===== src/rtl/crp_pkg.sv =====
// ----------------------------------------------------------------------------
// crp_pkg
// shared widths, register indexes and the work beat passed from front to back
// ----------------------------------------------------------------------------
package crp_pkg;

    localparam int PosW    = 24;
    localparam int VelW    = 17;
    localparam int RadW    = 10;
    localparam int TimeW   = 16;
    localparam int FracW   = 10;
    localparam int GapW    = 11;
    localparam int SpdW    = 10;
    localparam int RpW     = PosW + 1;
    localparam int RvW     = VelW + 1;
    localparam int CombW   = RadW + 1;
    localparam int EsqW    = 2 * VelW;
    localparam int DotW    = 44;
    localparam int VsqW    = 36;
    localparam int RemW    = DotW + FracW;
    localparam int MulW    = RvW + TimeW + 1;
    localparam int CW      = 26;
    localparam int DsqW    = 2 * CW;
    localparam int SqW     = 2 * GapW;
    localparam int SqRemW  = GapW + 3;

    localparam int InDataW  = 136;
    localparam int OutDataW = 32;
    localparam int CfgIdxW  = 8;
    localparam int CfgDataW = 16;

    localparam int FifoDepth = 4;
    localparam int FifoAw    = 2;

    localparam logic [CfgIdxW-1:0] REG_HORIZON   = 8'd0;
    localparam logic [CfgIdxW-1:0] REG_MIN_SPEED = 8'd1;

    localparam logic OP_LOAD  = 1'b0;
    localparam logic OP_CHECK = 1'b1;

    localparam logic [TimeW-1:0] HORIZON_RESET   = 16'd3072;
    localparam logic [SpdW-1:0]  MIN_SPEED_RESET = 10'd5;

    typedef struct packed {
        logic                  chk;
        logic signed [RpW-1:0] rp_x;
        logic signed [RpW-1:0] rp_y;
        logic signed [RpW-1:0] rp_z;
        logic signed [RvW-1:0] rv_x;
        logic signed [RvW-1:0] rv_y;
        logic signed [RvW-1:0] rv_z;
        logic [CombW-1:0]      comb;
    } work_t;

    typedef struct packed {
        logic full;
        logic empty;
    } fifo_status_t;

endpackage


===== src/rtl/crp_front.sv =====
// ----------------------------------------------------------------------------
// crp_front
// holds the ego, classifies each beat and forms relative position and velocity
// ----------------------------------------------------------------------------
module crp_front
(
    input  logic                        clk,
    input  logic                        rst_n,
    input  logic                        in_valid,
    output logic                        in_ready,
    input  logic                        in_opcode,
    input  logic signed [23:0]          in_pos_x,
    input  logic signed [23:0]          in_pos_y,
    input  logic signed [23:0]          in_pos_z,
    input  logic signed [16:0]          in_vel_x,
    input  logic signed [16:0]          in_vel_y,
    input  logic signed [16:0]          in_vel_z,
    input  logic [9:0]                  in_radius,
    input  logic [crp_pkg::SpdW-1:0]    min_speed,
    input  crp_pkg::fifo_status_t       fifo_status,
    output logic                        push,
    output crp_pkg::work_t              work
);

    logic                                   fv_reg;
    crp_pkg::work_t                         work_reg;
    crp_pkg::work_t                         work_next;
    logic signed [crp_pkg::PosW-1:0]        ego_pos_x_reg, ego_pos_y_reg, ego_pos_z_reg;
    logic signed [crp_pkg::VelW-1:0]        ego_vel_x_reg, ego_vel_y_reg, ego_vel_z_reg;
    logic [crp_pkg::RadW-1:0]               ego_radius_reg;
    logic                                   ego_loaded_reg;
    logic [crp_pkg::EsqW-1:0]               esq_reg;
    logic [crp_pkg::EsqW-1:0]               esq_next;
    logic signed [crp_pkg::EsqW-1:0]        sq_x, sq_y, sq_z;
    logic [2*crp_pkg::SpdW-1:0]             min_sq;
    logic                                   accept;

    assign in_ready = !fv_reg || !fifo_status.full;
    assign accept   = in_valid && in_ready;
    assign push     = fv_reg && !fifo_status.full;
    assign work     = work_reg;

    // ego speed squared is taken once, when the ego is loaded
    always_comb
    begin
        sq_x     = in_vel_x * in_vel_x;
        sq_y     = in_vel_y * in_vel_y;
        sq_z     = in_vel_z * in_vel_z;
        esq_next = $unsigned(sq_x) + $unsigned(sq_y) + $unsigned(sq_z);
        min_sq   = min_speed * min_speed;

        work_next.chk  = (in_opcode == crp_pkg::OP_CHECK) && ego_loaded_reg
                         && (esq_reg >= crp_pkg::EsqW'(min_sq));
        work_next.rp_x = crp_pkg::RpW'(in_pos_x) - crp_pkg::RpW'(ego_pos_x_reg);
        work_next.rp_y = crp_pkg::RpW'(in_pos_y) - crp_pkg::RpW'(ego_pos_y_reg);
        work_next.rp_z = crp_pkg::RpW'(in_pos_z) - crp_pkg::RpW'(ego_pos_z_reg);
        work_next.rv_x = crp_pkg::RvW'(in_vel_x) - crp_pkg::RvW'(ego_vel_x_reg);
        work_next.rv_y = crp_pkg::RvW'(in_vel_y) - crp_pkg::RvW'(ego_vel_y_reg);
        work_next.rv_z = crp_pkg::RvW'(in_vel_z) - crp_pkg::RvW'(ego_vel_z_reg);
        work_next.comb = crp_pkg::CombW'(in_radius) + crp_pkg::CombW'(ego_radius_reg);
    end

    always_ff @(posedge clk or negedge rst_n)
    begin
        if (!rst_n)
        begin
            fv_reg         <= 1'b0;
            ego_pos_x_reg  <= '0;
            ego_pos_y_reg  <= '0;
            ego_pos_z_reg  <= '0;
            ego_vel_x_reg  <= '0;
            ego_vel_y_reg  <= '0;
            ego_vel_z_reg  <= '0;
            ego_radius_reg <= '0;
            ego_loaded_reg <= 1'b0;
            esq_reg        <= '0;
        end
        else
        begin
            if (accept)
                fv_reg <= 1'b1;
            else if (push)
                fv_reg <= 1'b0;
            if (accept && (in_opcode == crp_pkg::OP_LOAD))
            begin
                ego_pos_x_reg  <= in_pos_x;
                ego_pos_y_reg  <= in_pos_y;
                ego_pos_z_reg  <= in_pos_z;
                ego_vel_x_reg  <= in_vel_x;
                ego_vel_y_reg  <= in_vel_y;
                ego_vel_z_reg  <= in_vel_z;
                ego_radius_reg <= in_radius;
                ego_loaded_reg <= 1'b1;
                esq_reg        <= esq_next;
            end
        end
    end

    always_ff @(posedge clk)
    begin
        if (accept)
            work_reg <= work_next;
    end

endmodule


===== config.mk =====
export PLATFORM = sky130hd
export DESIGN_NAME = crp_front
export DESIGN_NICKNAME = d
export VERILOG_FILES = /design/src/rtl/crp_pkg.sv /design/src/rtl/crp_front.sv
export SDC_FILE = /design/constraint.sdc
export NUM_CORES = 2
export LEC_CHECK = 0
export BUFFER_PORTS_ARGS = -buffer_cell sky130_fd_sc_hd__buf_2
export CELL_PAD_IN_SITES_DETAIL_PLACEMENT = 0
export CELL_PAD_IN_SITES_GLOBAL_PLACEMENT = 1
export CORE_MARGIN = 2
export CORE_UTILIZATION = 35
export CTS_BUF_LIST = sky130_fd_sc_hd__clkbuf_4 sky130_fd_sc_hd__clkbuf_8
export DETAILED_ROUTE_END_ITERATION = 16
export PLACE_DENSITY_LB_ADDON = 0.08
export SYNTH_ARGS = -nofsm -noshare
export SYNTH_HDL_FRONTEND = slang
export SYNTH_SLANG_ARGS = --single-unit

===== constraint.sdc =====
create_clock -name clk -period 8.4 [get_ports clk]
set_input_delay 0.42 -clock clk [delete_from_list [all_inputs] [get_ports clk]]
set_output_delay 0.42 -clock clk [all_outputs]
set_load 0.02 [all_outputs]

==> impl_metrics.env <==
export IMPL_syn_to_final_growth_pct=13.7
export IMPL_yosys_cell_types_count=73
export IMPL_final_common_cell="inv_1"
export IMPL_initial_core_util_pct=35.3
export IMPL_cts_resized=0
export IMPL_h_tree_depth=3
export IMPL_ys_ff_latch=310
export IMPL_status="finished, final reports clean"
export IMPL_synth_xor_area_share_pct=3.61
export IMPL_grt_pass1_vias=36847
export IMPL_max_cap_violations=0
export IMPL_rr_worst_depth=11
export IMPL_setup_viol=0
export IMPL_n_fill_cell=14427
export IMPL_synthFlopType="dfrtp_1"
export IMPL_gp_congestion=0.820
export IMPL_rsz0062_at_grt="no"
export IMPL_synth_edf_count=141
export IMPL_viasPerCell=4.50
export IMPL_hpwl_mm=110
export IMPL_antenna_found_initial=6
export IMPL_max_freq_mhz=126
export IMPL_slew_limit_headroom_pct=41.5
export IMPL_post_cts_setup_buffers=0
export IMPL_crit_family="adder cells"
export IMPL_port_buffers=290
export IMPL_cts_buffers_inserted=70
export IMPL_rows=137
export IMPL_cts_sinks=310
export IMPL_drive_above_1_share_pct=10.3
export IMPL_path_common_cell="fa_1"
export IMPL_synth_fa_ha_area_share_pct=50.3
export IMPL_routed_via_count=33512
export IMPL_seqCellArea_um2=8460
export IMPL_crit_path_max_fanout=9
export IMPL_async_flop_share_pct=54.5
export IMPL_fin_skew_ns=0.0534
export IMPL_end_kind="register"
export IMPL_cts_root_buf="clkbuf_8"
export IMPL_final_cell_mix="inv_1 (1,395), fa_1 (981), nand2_1 (514)"
export IMPL_crit_cells=27
export IMPL_grt_start_max_net_pins=87
export IMPL_drt_initial_drc_count=1285
export IMPL_synth_avg_cell_area_um2=9.72
export IMPL_grt_ovfl_total=0
export IMPL_cpPeakStageDelay_ns=0.56
export IMPL_synth_area_um2=49200
export IMPL_min_period_ns=7.94
export IMPL_netlist_instances=5063
export IMPL_fp_coreArea_um2=140000
export IMPL_cp_data_arrival_time_ns=8.64
export IMPL_synth_nets=6604
export IMPL_drcViolationCount=0
export IMPL_synth_compound_area_share_pct=6.72
export IMPL_tns_ns=0
export IMPL_cpMaxStageDelayCell="dlygate4sd3_1"
export IMPL_ios=292
export IMPL_clockBufferDepth=3
export IMPL_cts_hold_buf=89
export IMPL_final_net_count=7054
export IMPL_dieWidth_um=379
export IMPL_dieArea_um2=144000
export IMPL_grt_pass1_wl_mm=207
export IMPL_drtPass1Iterations=5
export IMPL_finalCritPeriodShare_pct=94.5
export IMPL_synth_area_mux_share_pct=0.0864
export IMPL_cts_clk_slew_worst_paths_ns=0.05
export IMPL_synth_top_family_by_area="adder cells"
export IMPL_largest_reg_flops=141
export IMPL_worst_setup_path_type="in -> reg"
export IMPL_worstPathRequired_ns=9.10
export IMPL_slew_violations=0
export IMPL_hold_viol_final=0
export IMPL_max_slew_worst_pin_slew_ns=0.867
export IMPL_ys_seq_area_share_pct=17.2
export IMPL_grtUsageTotal_pct=19.0
export IMPL_startpoint_type="input pin"
export IMPL_wirelength_mm=129
export IMPL_chipHeight_um=379
export IMPL_hold_depth=3
export IMPL_clk_latency_ns=0.78
export IMPL_synth_warnings=0
export IMPL_multi_input_area_um2=35100
export IMPL_wl_per_cell_um=17.3
export IMPL_postRouteAntennaNets=0
export IMPL_cts_tree="done"
export IMPL_synth_simple_area_share_pct=10.4
export IMPL_hold_path_class="in -> reg"
export IMPL_cp_num_buf_inv=7
[worst paths after layout]
check                                    end  slack (ns)        startpoint
min reg2reg                      esq_reg[33]        0.48       esq_reg[33]
max                              esq_reg[32]        0.46       in_vel_x[7]
min                         ego_vel_x_reg[4]        0.12       in_vel_x[4]
max in group asynchronous  ego_vel_y_reg[16]        6.82             rst_n
max reg2reg                         work[26]        4.70  ego_vel_z_reg[1]
min in group asynchronous   ego_pos_x_reg[9]        0.28             rst_n
[cells by family (layout without fill, tap and decap cells)]
kind of cell,Yosys count,count (layout)
buf+inv,1523,2030
fa+ha+maj,1392,1392
simple gates,1092,1092
compound gates,539,539
flops,310,310
xor+xnor,203,203
mux,4,4
other cells,0,4
[cell usage after synthesis (all sizes together), types with 33 or more instances]
cell type	n	area, um^2
dfrtp	169	4230
o21ai	228	1140
a21o	56	423
nand2	514	1930
nor2b	63	394
ha	411	5140
xnor2	152	1330
edfxtp	141	4230
fa	981	19600
nand2b	33	206
a21oi	106	534
inv	1395	5240
xor2	51	447
and2	186	1160
nand3	40	205
clkbuf	119	447
nor2	150	563
[worst min-delay path, delay by kind of cell]
kind,cells,cell delay (ns)
buffers and inverters,1,0.23
AND/OR/NAND/NOR,1,0.09
AO/OA/AOI/OAI,1,0.08
[cell type report]
| cell class | count | share of cell area (%) |
|---|---|---|
| clock inverters | 19 | 0.349 |
| diodes | 4 | 0.0179 |
| clock buffers | 110 | 2.36 |
| well taps | 1876 | 4.20 |
| repair buffers | 503 | 5.91 |
| inverters | 1398 | 9.38 |
| flip-flops and latches | 310 | 15.1 |
| multi-input cells | 3230 | 62.7 |
[metal layers]
layer / vias to the layer above / share of wire, % / track usage, %
li1: 16116 / - / -
met1: 16838 / 42 / 23.7
met2: 427 / 52 / 34.4
met3: 129 / 3.3 / 2.51
met4: 2 / 2.3 / 4.66
met5: - / 0.015 / 0
[metrics by stage]
stage               hold slack (ns)  cell area (um^2)  instances  utilization (%)  worst slack [ns]
finish                        0.117             55900       7450             40.1             0.459
global route                 0.0633             55900       7447             40.1            0.0779
CTS                          0.0113             55900       7446             40.1             0.582
detailed placement            0.471             53500       7228             38.4             0.110
global placement              0.463             53500       7228             38.4             0.109
floorplan                     0.124             49200       5063                -             0.533
Power is left out: the tool's default activity adds up to more than one toggle a clock period on the data nets, which glitch-free logic cannot reach.
