===== src/rtl/crp_pkg.sv =====
// ----------------------------------------------------------------------------
// crp_pkg
// shared widths, register indexes and the work beat passed from front to back
// ----------------------------------------------------------------------------
package crp_pkg;

    localparam int PosW    = 24;
    localparam int VelW    = 17;
    localparam int RadW    = 10;
    localparam int TimeW   = 16;
    localparam int FracW   = 10;
    localparam int GapW    = 11;
    localparam int SpdW    = 10;
    localparam int RpW     = PosW + 1;
    localparam int RvW     = VelW + 1;
    localparam int CombW   = RadW + 1;
    localparam int EsqW    = 2 * VelW;
    localparam int DotW    = 44;
    localparam int VsqW    = 36;
    localparam int RemW    = DotW + FracW;
    localparam int MulW    = RvW + TimeW + 1;
    localparam int CW      = 26;
    localparam int DsqW    = 2 * CW;
    localparam int SqW     = 2 * GapW;
    localparam int SqRemW  = GapW + 3;

    localparam int InDataW  = 136;
    localparam int OutDataW = 32;
    localparam int CfgIdxW  = 8;
    localparam int CfgDataW = 16;

    localparam int FifoDepth = 4;
    localparam int FifoAw    = 2;

    localparam logic [CfgIdxW-1:0] REG_HORIZON   = 8'd0;
    localparam logic [CfgIdxW-1:0] REG_MIN_SPEED = 8'd1;

    localparam logic OP_LOAD  = 1'b0;
    localparam logic OP_CHECK = 1'b1;

    localparam logic [TimeW-1:0] HORIZON_RESET   = 16'd3072;
    localparam logic [SpdW-1:0]  MIN_SPEED_RESET = 10'd5;

    typedef struct packed {
        logic                  chk;
        logic signed [RpW-1:0] rp_x;
        logic signed [RpW-1:0] rp_y;
        logic signed [RpW-1:0] rp_z;
        logic signed [RvW-1:0] rv_x;
        logic signed [RvW-1:0] rv_y;
        logic signed [RvW-1:0] rv_z;
        logic [CombW-1:0]      comb;
    } work_t;

    typedef struct packed {
        logic full;
        logic empty;
    } fifo_status_t;

endpackage


===== src/rtl/crp_fifo.sv =====
// ----------------------------------------------------------------------------
// crp_fifo
// short queue of work beats between front and back
// ----------------------------------------------------------------------------
module crp_fifo
(
    input  logic                    clk,
    input  logic                    rst_n,
    input  logic                    push,
    input  crp_pkg::work_t          wr_data,
    input  logic                    pop,
    output crp_pkg::work_t          rd_data,
    output crp_pkg::fifo_status_t   status
);

    crp_pkg::work_t                 mem_reg [crp_pkg::FifoDepth];
    logic [crp_pkg::FifoAw-1:0]     wr_ptr_reg, rd_ptr_reg;
    logic [crp_pkg::FifoAw:0]       count_reg;

    assign rd_data      = mem_reg[rd_ptr_reg];
    assign status.full  = (count_reg == (crp_pkg::FifoAw+1)'(crp_pkg::FifoDepth));
    assign status.empty = (count_reg == '0);

    always_ff @(posedge clk or negedge rst_n)
    begin
        if (!rst_n)
        begin
            wr_ptr_reg <= '0;
            rd_ptr_reg <= '0;
            count_reg  <= '0;
        end
        else
        begin
            if (push)
                wr_ptr_reg <= wr_ptr_reg + 1'b1;
            if (pop)
                rd_ptr_reg <= rd_ptr_reg + 1'b1;
            if (push && !pop)
                count_reg <= count_reg + 1'b1;
            else if (pop && !push)
                count_reg <= count_reg - 1'b1;
        end
    end

    always_ff @(posedge clk)
    begin
        if (push)
            mem_reg[wr_ptr_reg] <= wr_data;
    end

endmodule


===== config.mk =====
export PLATFORM = sky130hd
export DESIGN_NAME = crp_fifo
export DESIGN_NICKNAME = d
export VERILOG_FILES = /design/src/rtl/crp_pkg.sv /design/src/rtl/crp_fifo.sv
export SDC_FILE = /design/constraint.sdc
export NUM_CORES = 1
export LEC_CHECK = 0
export BUFFER_PORTS_ARGS = -buffer_cell sky130_fd_sc_hd__buf_2
export CAP_MARGIN = 20
export CORE_ASPECT_RATIO = 0.75
export CORE_MARGIN = 4
export CORE_UTILIZATION = 30
export DETAILED_ROUTE_END_ITERATION = 12
export GPL_TIMING_DRIVEN = 0
export PLACE_DENSITY = 0.57
export SLEW_MARGIN = 15
export SYNTH_ARGS = -nofsm -noshare
export SYNTH_HDL_FRONTEND = slang
export SYNTH_SLANG_ARGS = --single-unit

===== constraint.sdc =====
create_clock -name clk -period 5.4 [get_ports clk]
set_input_delay 0.54 -clock clk [delete_from_list [all_inputs] [get_ports clk]]
set_output_delay 0.54 -clock clk [all_outputs]
set_load 0.01 [all_outputs]

==> metrics.txt, run 1 <==
status completed; Largest register FFs around 560; drt initial violations 627; Area Overhead vs Synth 22.6%; vias in the first global route 10200; cell family with most CP delay buffers and inverters; Max Buffers Root-to-Sink 3; fin crit share between 50% and 60%; Slowest cell on crit path buf_2; CP arrival ~2.5 ns; Most Frequent Cell on Critical Path buf_2; die height 236 um; Seq pwr share between 40% and 50%; Net Sw Frac 29.3%; r2r setup slk between 3 and 4 ns; CTS Hold Bufs 1; Req. time, crit path 4.86 ns; clk root buf clkbuf_16; CP Capture Type primary output; Yosys reg bits ~570; WL/cell about 21 um; Initial Util around 30%; number of max-cap violations 0; quantity of I/O buffers inserted on ports between 200 and 300; synth warn 0; Mean Syn Cell Area 26.9 sq um; switching power total about 4 mW; drt drc 0; Max rail drop VDD around 0.27 mV; most frequent cells in the layout 564 x edfxtp_1, 304 x buf_2, 141 x mux4_2; Max Slew Vio Count 0; Fin. Hold Viols 0; Nets ~1300; die area roughly 73000 sq um; global-route usage over all layers between 10% and 20%; Clk pwr share between 20 and 30%; initial antenna violation count 7; Die Wd ~310 um; layout cells sized above 1 47.0%; total power 13.9 mW; design area around 25000 sq um; DRT antenna net count 0; worst path cell trace buf_2, buf_2, buf_2, mux4_2, buf_2; Worst Hold Class primary input to register; CTS buffer count 56; CP startpoint kind register; num ports between 200 and 300; critical path depth 5; Setup CP Type register to primary output; combinational share of power a little under a third; DP HPWL ~28000 um; largest net degree at the start of global routing 47; vias per inst around 4.5; H-tree lvl count 2; commonest non-fill, non-tap cell in the layout edfxtp_1; RR Endpoint mem_reg[2][86]$_DFFE_PP_; core box area just under 70000 sq um; dpl cell area 23600 sq um; vias 9358; crit-path max FO 10; count of buffer and inverter cells on the critical path 4; total gr overflow 0; PwrDens 546 nW/um^2; Setup crit end rd_data[38]; CTS sink count between 500 and 600; Syn Inst Count just under 800; Worst-path clk slew around 0.06 ns; sequential area share after synthesis 82.6%; Pint between 9 and 10 mW; Setup-failing EPs final 0; R2R cell count 5; Post-CTS Resized 0; synth unique cells 19; Synth Net Count between 900 and 1000; total routed wirelength ~44000 um; Worst setup startpoint rd_ptr_reg[1]$_DFFE_PN0P_; RSZ-0062 raised after global routing no; r2r startpoint wr_ptr_reg[0]$_DFFE_PN0P_; Final min period approximately 3.1 ns; Clock Skews approximately 0.0093 ns; synthesized cell area 20700 sq um; leakage power about 8.5 nW; CTS tree yes; relative slew slack ~49%; Worst-Skew Late Latency slightly below 0.6 ns; CP max stage delay 0.45 ns; # Post-CTS Setup Buffers 0; slew of the pin with the lowest slew margin 0.768 ns; first-pass GRT wire length between 60000 and 70000 um; fmax ~0.32 GHz; Rows 83; Final Core Density 37.1%; drt pass-1 iters 5; GP Congestion approximately 0.68
## kinds of logic (layout without fill, tap and decap cells)
logic type / after synthesis / after routing / share of synthesized area, %
and+or+nand+nor: 9 / 9 / 0.236
other: 0 / 7 / 0
AOI/OAI and AO/OA: 1 / 1 / 0.0241
xor gates and xnor gates: 6 / 6 / 0.254
muxes: 142 / 142 / 15.4
DFF: 571 / 571 / 82.6
adders and majority gates: 6 / 6 / 0.399
buffers and inverters: 36 / 439 / 1.10
## per-layer routing
| metal | part of all wire [%] | GRT usage, % |
|---|---|---|
| met5 | 0.11 | 0 |
| met4 | 2.0 | 3.01 |
| met3 | 7.1 | 3.80 |
| met2 | 50 | 19.9 |
| met1 | 41 | 15.2 |
## how the worst min path moves through the flow
stage	startpoint	end	slack (ns)	depth (start not counted)
2_1_floorplan	rst_n	count_reg[0]$_DFFE_PN0P_	0.24	0
3_3_place_gp	rst_n	count_reg[2]$_DFFE_PN0P_	0.39	1
3_5_place_dp	rst_n	count_reg[1]$_DFFE_PN0P_	0.39	1
4_1_cts	wr_data[93]	mem_reg[3][93]$_DFFE_PP_	0.11	1
5_1_grt	wr_data[93]	mem_reg[3][93]$_DFFE_PP_	0.12	1
6_report	wr_data[93]	mem_reg[3][93]$_DFFE_PP_	0.17	1
## power groups by stage
stage	sequential, mW	clock, mW	combinational, mW
floorplan	6.11	0	2.52
global placement	6.27	0	4.14
detailed placement	6.05	0	4.34
CTS	5.95	3.90	4.35
global route	6.01	4.10	4.52
finish	5.94	3.76	4.16
## Yosys cell counts, drive strengths merged
cell type	count	area, sq um
ha	5	62.6
mux4	141	3180
nor3	1	5.00
inv	4	15.0
fa	1	20.0
edfxtp	564	16900
o21ai	1	5.00
xnor2	2	17.5
nor2	1	3.75
xor2	4	35.0
buf	27	194
clkbuf	5	18.8
mux2	1	11.3
dfrtp	7	175
nor3b	1	7.51
and2	4	25.0
nand2	2	7.51
## final cells by class
| class | count | area, sq um |
|---|---|---|
| timing repair buffer | 300 | 1750 |
| inverter | 4 | 15.0 |
| tap | 892 | 1120 |
| multi-input combinational | 164 | 3390 |
| clock buffer | 65 | 1460 |
| antenna | 7 | 17.5 |
| buffer | 32 | 213 |
| fill | 6216 | 43100 |
| sequential | 571 | 17100 |
| clock inverter | 38 | 318 |
## per-stage QoR
| stage | cells | hold WS [ns] | worst slack [ns] | TNS, ns |
|---|---|---|---|---|
| after global routing | 2066 | 0.121 | 2.07 | 0 |
| after detailed placement | 1962 | 0.393 | 2.75 | 0 |
| after global placement | 1950 | 0.386 | -2.22 | -1200.33 |
| after CTS | 2066 | 0.105 | 2.09 | 0 |
| after floorplan | 771 | 0.244 | 1.04 | 0 |
| final | 2073 | 0.167 | 2.32 | 0 |
## worst reg2reg max path, cell delays in order (launching register included)
cell	delay, ns
dfrtp_1	0.43
inv_1	0.11
ha_1	0.15
and2_4	0.55
buf_16	0.32
buf_12	0.29
Note: power is estimated with default switching activity, not from simulation.
==> inputs of run 2 (changes only) <==
clock period = 3.1 ns   (was 5.4 ns; I/O delays follow)
==> metrics.txt, run 2 (synthesis results as in run 1) <==
Setup CP Type register to primary output (unchanged); Worst-Skew Late Latency 0.58 ns (was 0.59 ns); Initial Util 30.3% (unchanged); status completed (unchanged); Max Buffers Root-to-Sink 3 (unchanged); core box area 68400 sq um (unchanged); Nets 1423 (was 1280); Largest register FFs 564 (unchanged); Max Slew Vio Count 0 (unchanged); CTS sink count 571 (unchanged); global-route usage over all layers 11.8% (was 11.9%); count of buffer and inverter cells on the critical path 4 (unchanged); cell family with most CP delay buffers and inverters (unchanged); initial antenna violation count 4 (was 7); Final min period slightly below 3 ns; Placed Instances 1962 (unchanged); H-tree lvl count 2 (unchanged); largest net degree at the start of global routing 47 (unchanged); CTS buffer count 56 (unchanged); RSZ-0062 raised after global routing no (unchanged); Worst Hold Class primary input to async pin (was primary input to register); CP max stage delay 0.44 ns (was 0.45 ns); design area 26800 sq um (was 25400 sq um); Die Wd 311 um (unchanged); DRT antenna net count 0 (unchanged); number of max-cap violations 0 (unchanged); GP Congestion 0.673 (was 0.678); Setup-failing EPs final 0 (unchanged); drt drc 0 (unchanged); commonest non-fill, non-tap cell in the layout edfxtp_1 (unchanged); # Post-CTS Setup Buffers 0 (unchanged); Post-CTS Resized 0 (unchanged); CP arrival 2.57 ns (was 2.54 ns); Area Overhead vs Synth 29.6% (was 22.6%); quantity of I/O buffers inserted on ports 287 (unchanged); total routed wirelength 43400 um (was 44100 um); vias in the first global route 10900 (was 10200); Fin. Hold Viols 0 (unchanged); layout cells sized above 1 41.5% (was 47.0%); CP Capture Type primary output (unchanged); CTS tree yes (unchanged); num ports 288 (unchanged); PwrDens 906 nW/um^2 (was 546 nW/um^2); relative slew slack 47.8% (was 48.8%); total gr overflow 0 (unchanged); drt initial violations 602 (was 627); vias 9827 (was 9358); Worst-path clk slew 0.06 ns (about the same); dpl cell area 23600 sq um (about the same); vias per inst 4.44 (was 4.51); DP HPWL 27200 um (was 28300 um); die area 73400 sq um (unchanged); Rows 83 (unchanged); CP startpoint kind register (unchanged); Slowest cell on crit path buf_2 (unchanged); Max rail drop VDD 0.513 mV (was 0.271 mV); slew of the pin with the lowest slew margin 0.784 ns (was 0.768 ns); clk root buf clkbuf_16 (unchanged); leakage power 9.14 nW (was 8.55 nW); worst path cell trace buf_2, buf_2, buf_2, mux4_2, buf_2 (unchanged); crit-path max FO 12 (was 10); Req. time, crit path 2.79 ns (was 4.86 ns); die height 236 um (unchanged); WL/cell 19.6 um (was 21.3 um); total power 24.3 mW (was 13.9 mW); drt pass-1 iters 4 (was 5); fin crit share between 90 and 100%; Clock Skews 0.0113 ns (was 0.00930 ns); Cell Count, Final, Fillers Out 2213 (was 2073); fmax 0.347 GHz; most frequent cells in the layout 564 x edfxtp_1, 304 x buf_2, 144 x dlygate4sd3_1 (was 564 x edfxtp_1, 304 x buf_2, 141 x mux4_2); first-pass GRT wire length 66700 um (was 65700 um); Most Frequent Cell on Critical Path buf_2 (unchanged)
[run 2: power by group]
part	leakage [nW]	switching, mW	internal [mW]
Sequential	5.26	0.273	10.1
Combinational	3.02	4.00	3.36
Clock	0.860	2.75	3.85
[run 2: worst paths after layout]
kind                                      startpoint                   endpoint  slack (ns)  cells after the start
max                        rd_ptr_reg[1]$_DFFE_PN0P_               rd_data[111]        0.22                      5
min                                            rst_n  wr_ptr_reg[0]$_DFFE_PN0P_        0.11                      2
max reg2reg                wr_ptr_reg[0]$_DFFE_PN0P_   mem_reg[0][59]$_DFFE_PP_        1.00                      5
min reg2reg                 count_reg[2]$_DFFE_PN0P_   count_reg[2]$_DFFE_PN0P_        0.49                      1
max in group asynchronous                      rst_n  rd_ptr_reg[1]$_DFFE_PN0P_        2.83                      2
min in group clk                         wr_data[15]   mem_reg[2][15]$_DFFE_PP_        0.46                      2
[run 2: through the flow]
step	setup WS (ns)	setup TNS [ns]	util (%)	hold slack, ns
2_1_floorplan	0.307	0	-	0.0144
3_3_place_gp	-1.28	-684.57	34.0	0.155
3_5_place_dp	0.713	0	34.5	0.156
4_1_cts	0.0466	0	39.2	0.0636
5_1_grt	0.00806	0	39.2	0.108
6_report	0.216	0	39.2	0.114
[run 2: worst reg2reg max path: stages, from the launching register on]
cell and delay [ns]:
dfrtp_1 0.42, inv_1 0.10, ha_1 0.14, and2_4 0.43
buf_12 0.30, buf_16 0.30
[run 2: final cells by class]
class / instances / area [sq um]
clock inverters: 33 / 314
flip-flops and latches: 571 / 17100
inverters: 4 / 15.0
plain buffers: 32 / 213
well taps: 892 / 1120
clock buffers: 69 / 1470
multi-input cells: 164 / 3390
fillers: 6105 / 41600
diodes: 5 / 12.5
repair buffers: 443 / 3200
[run 2: layer usage]
layer / GRT usage [%] / share of wire (%)
met1: 15.7 / 43
met2: 19.7 / 49
met3: 2.97 / 5.9
met4: 2.95 / 2.0
met5: 0 / 0.016
[run 2: timing repair]
| action | CTS | global route |
|---|---|---|
| endpoints found under the hold margin | 575 | 0 |
| hold buffers | 144 | 0 |
| endpoints found under the setup margin | 0 | 0 |
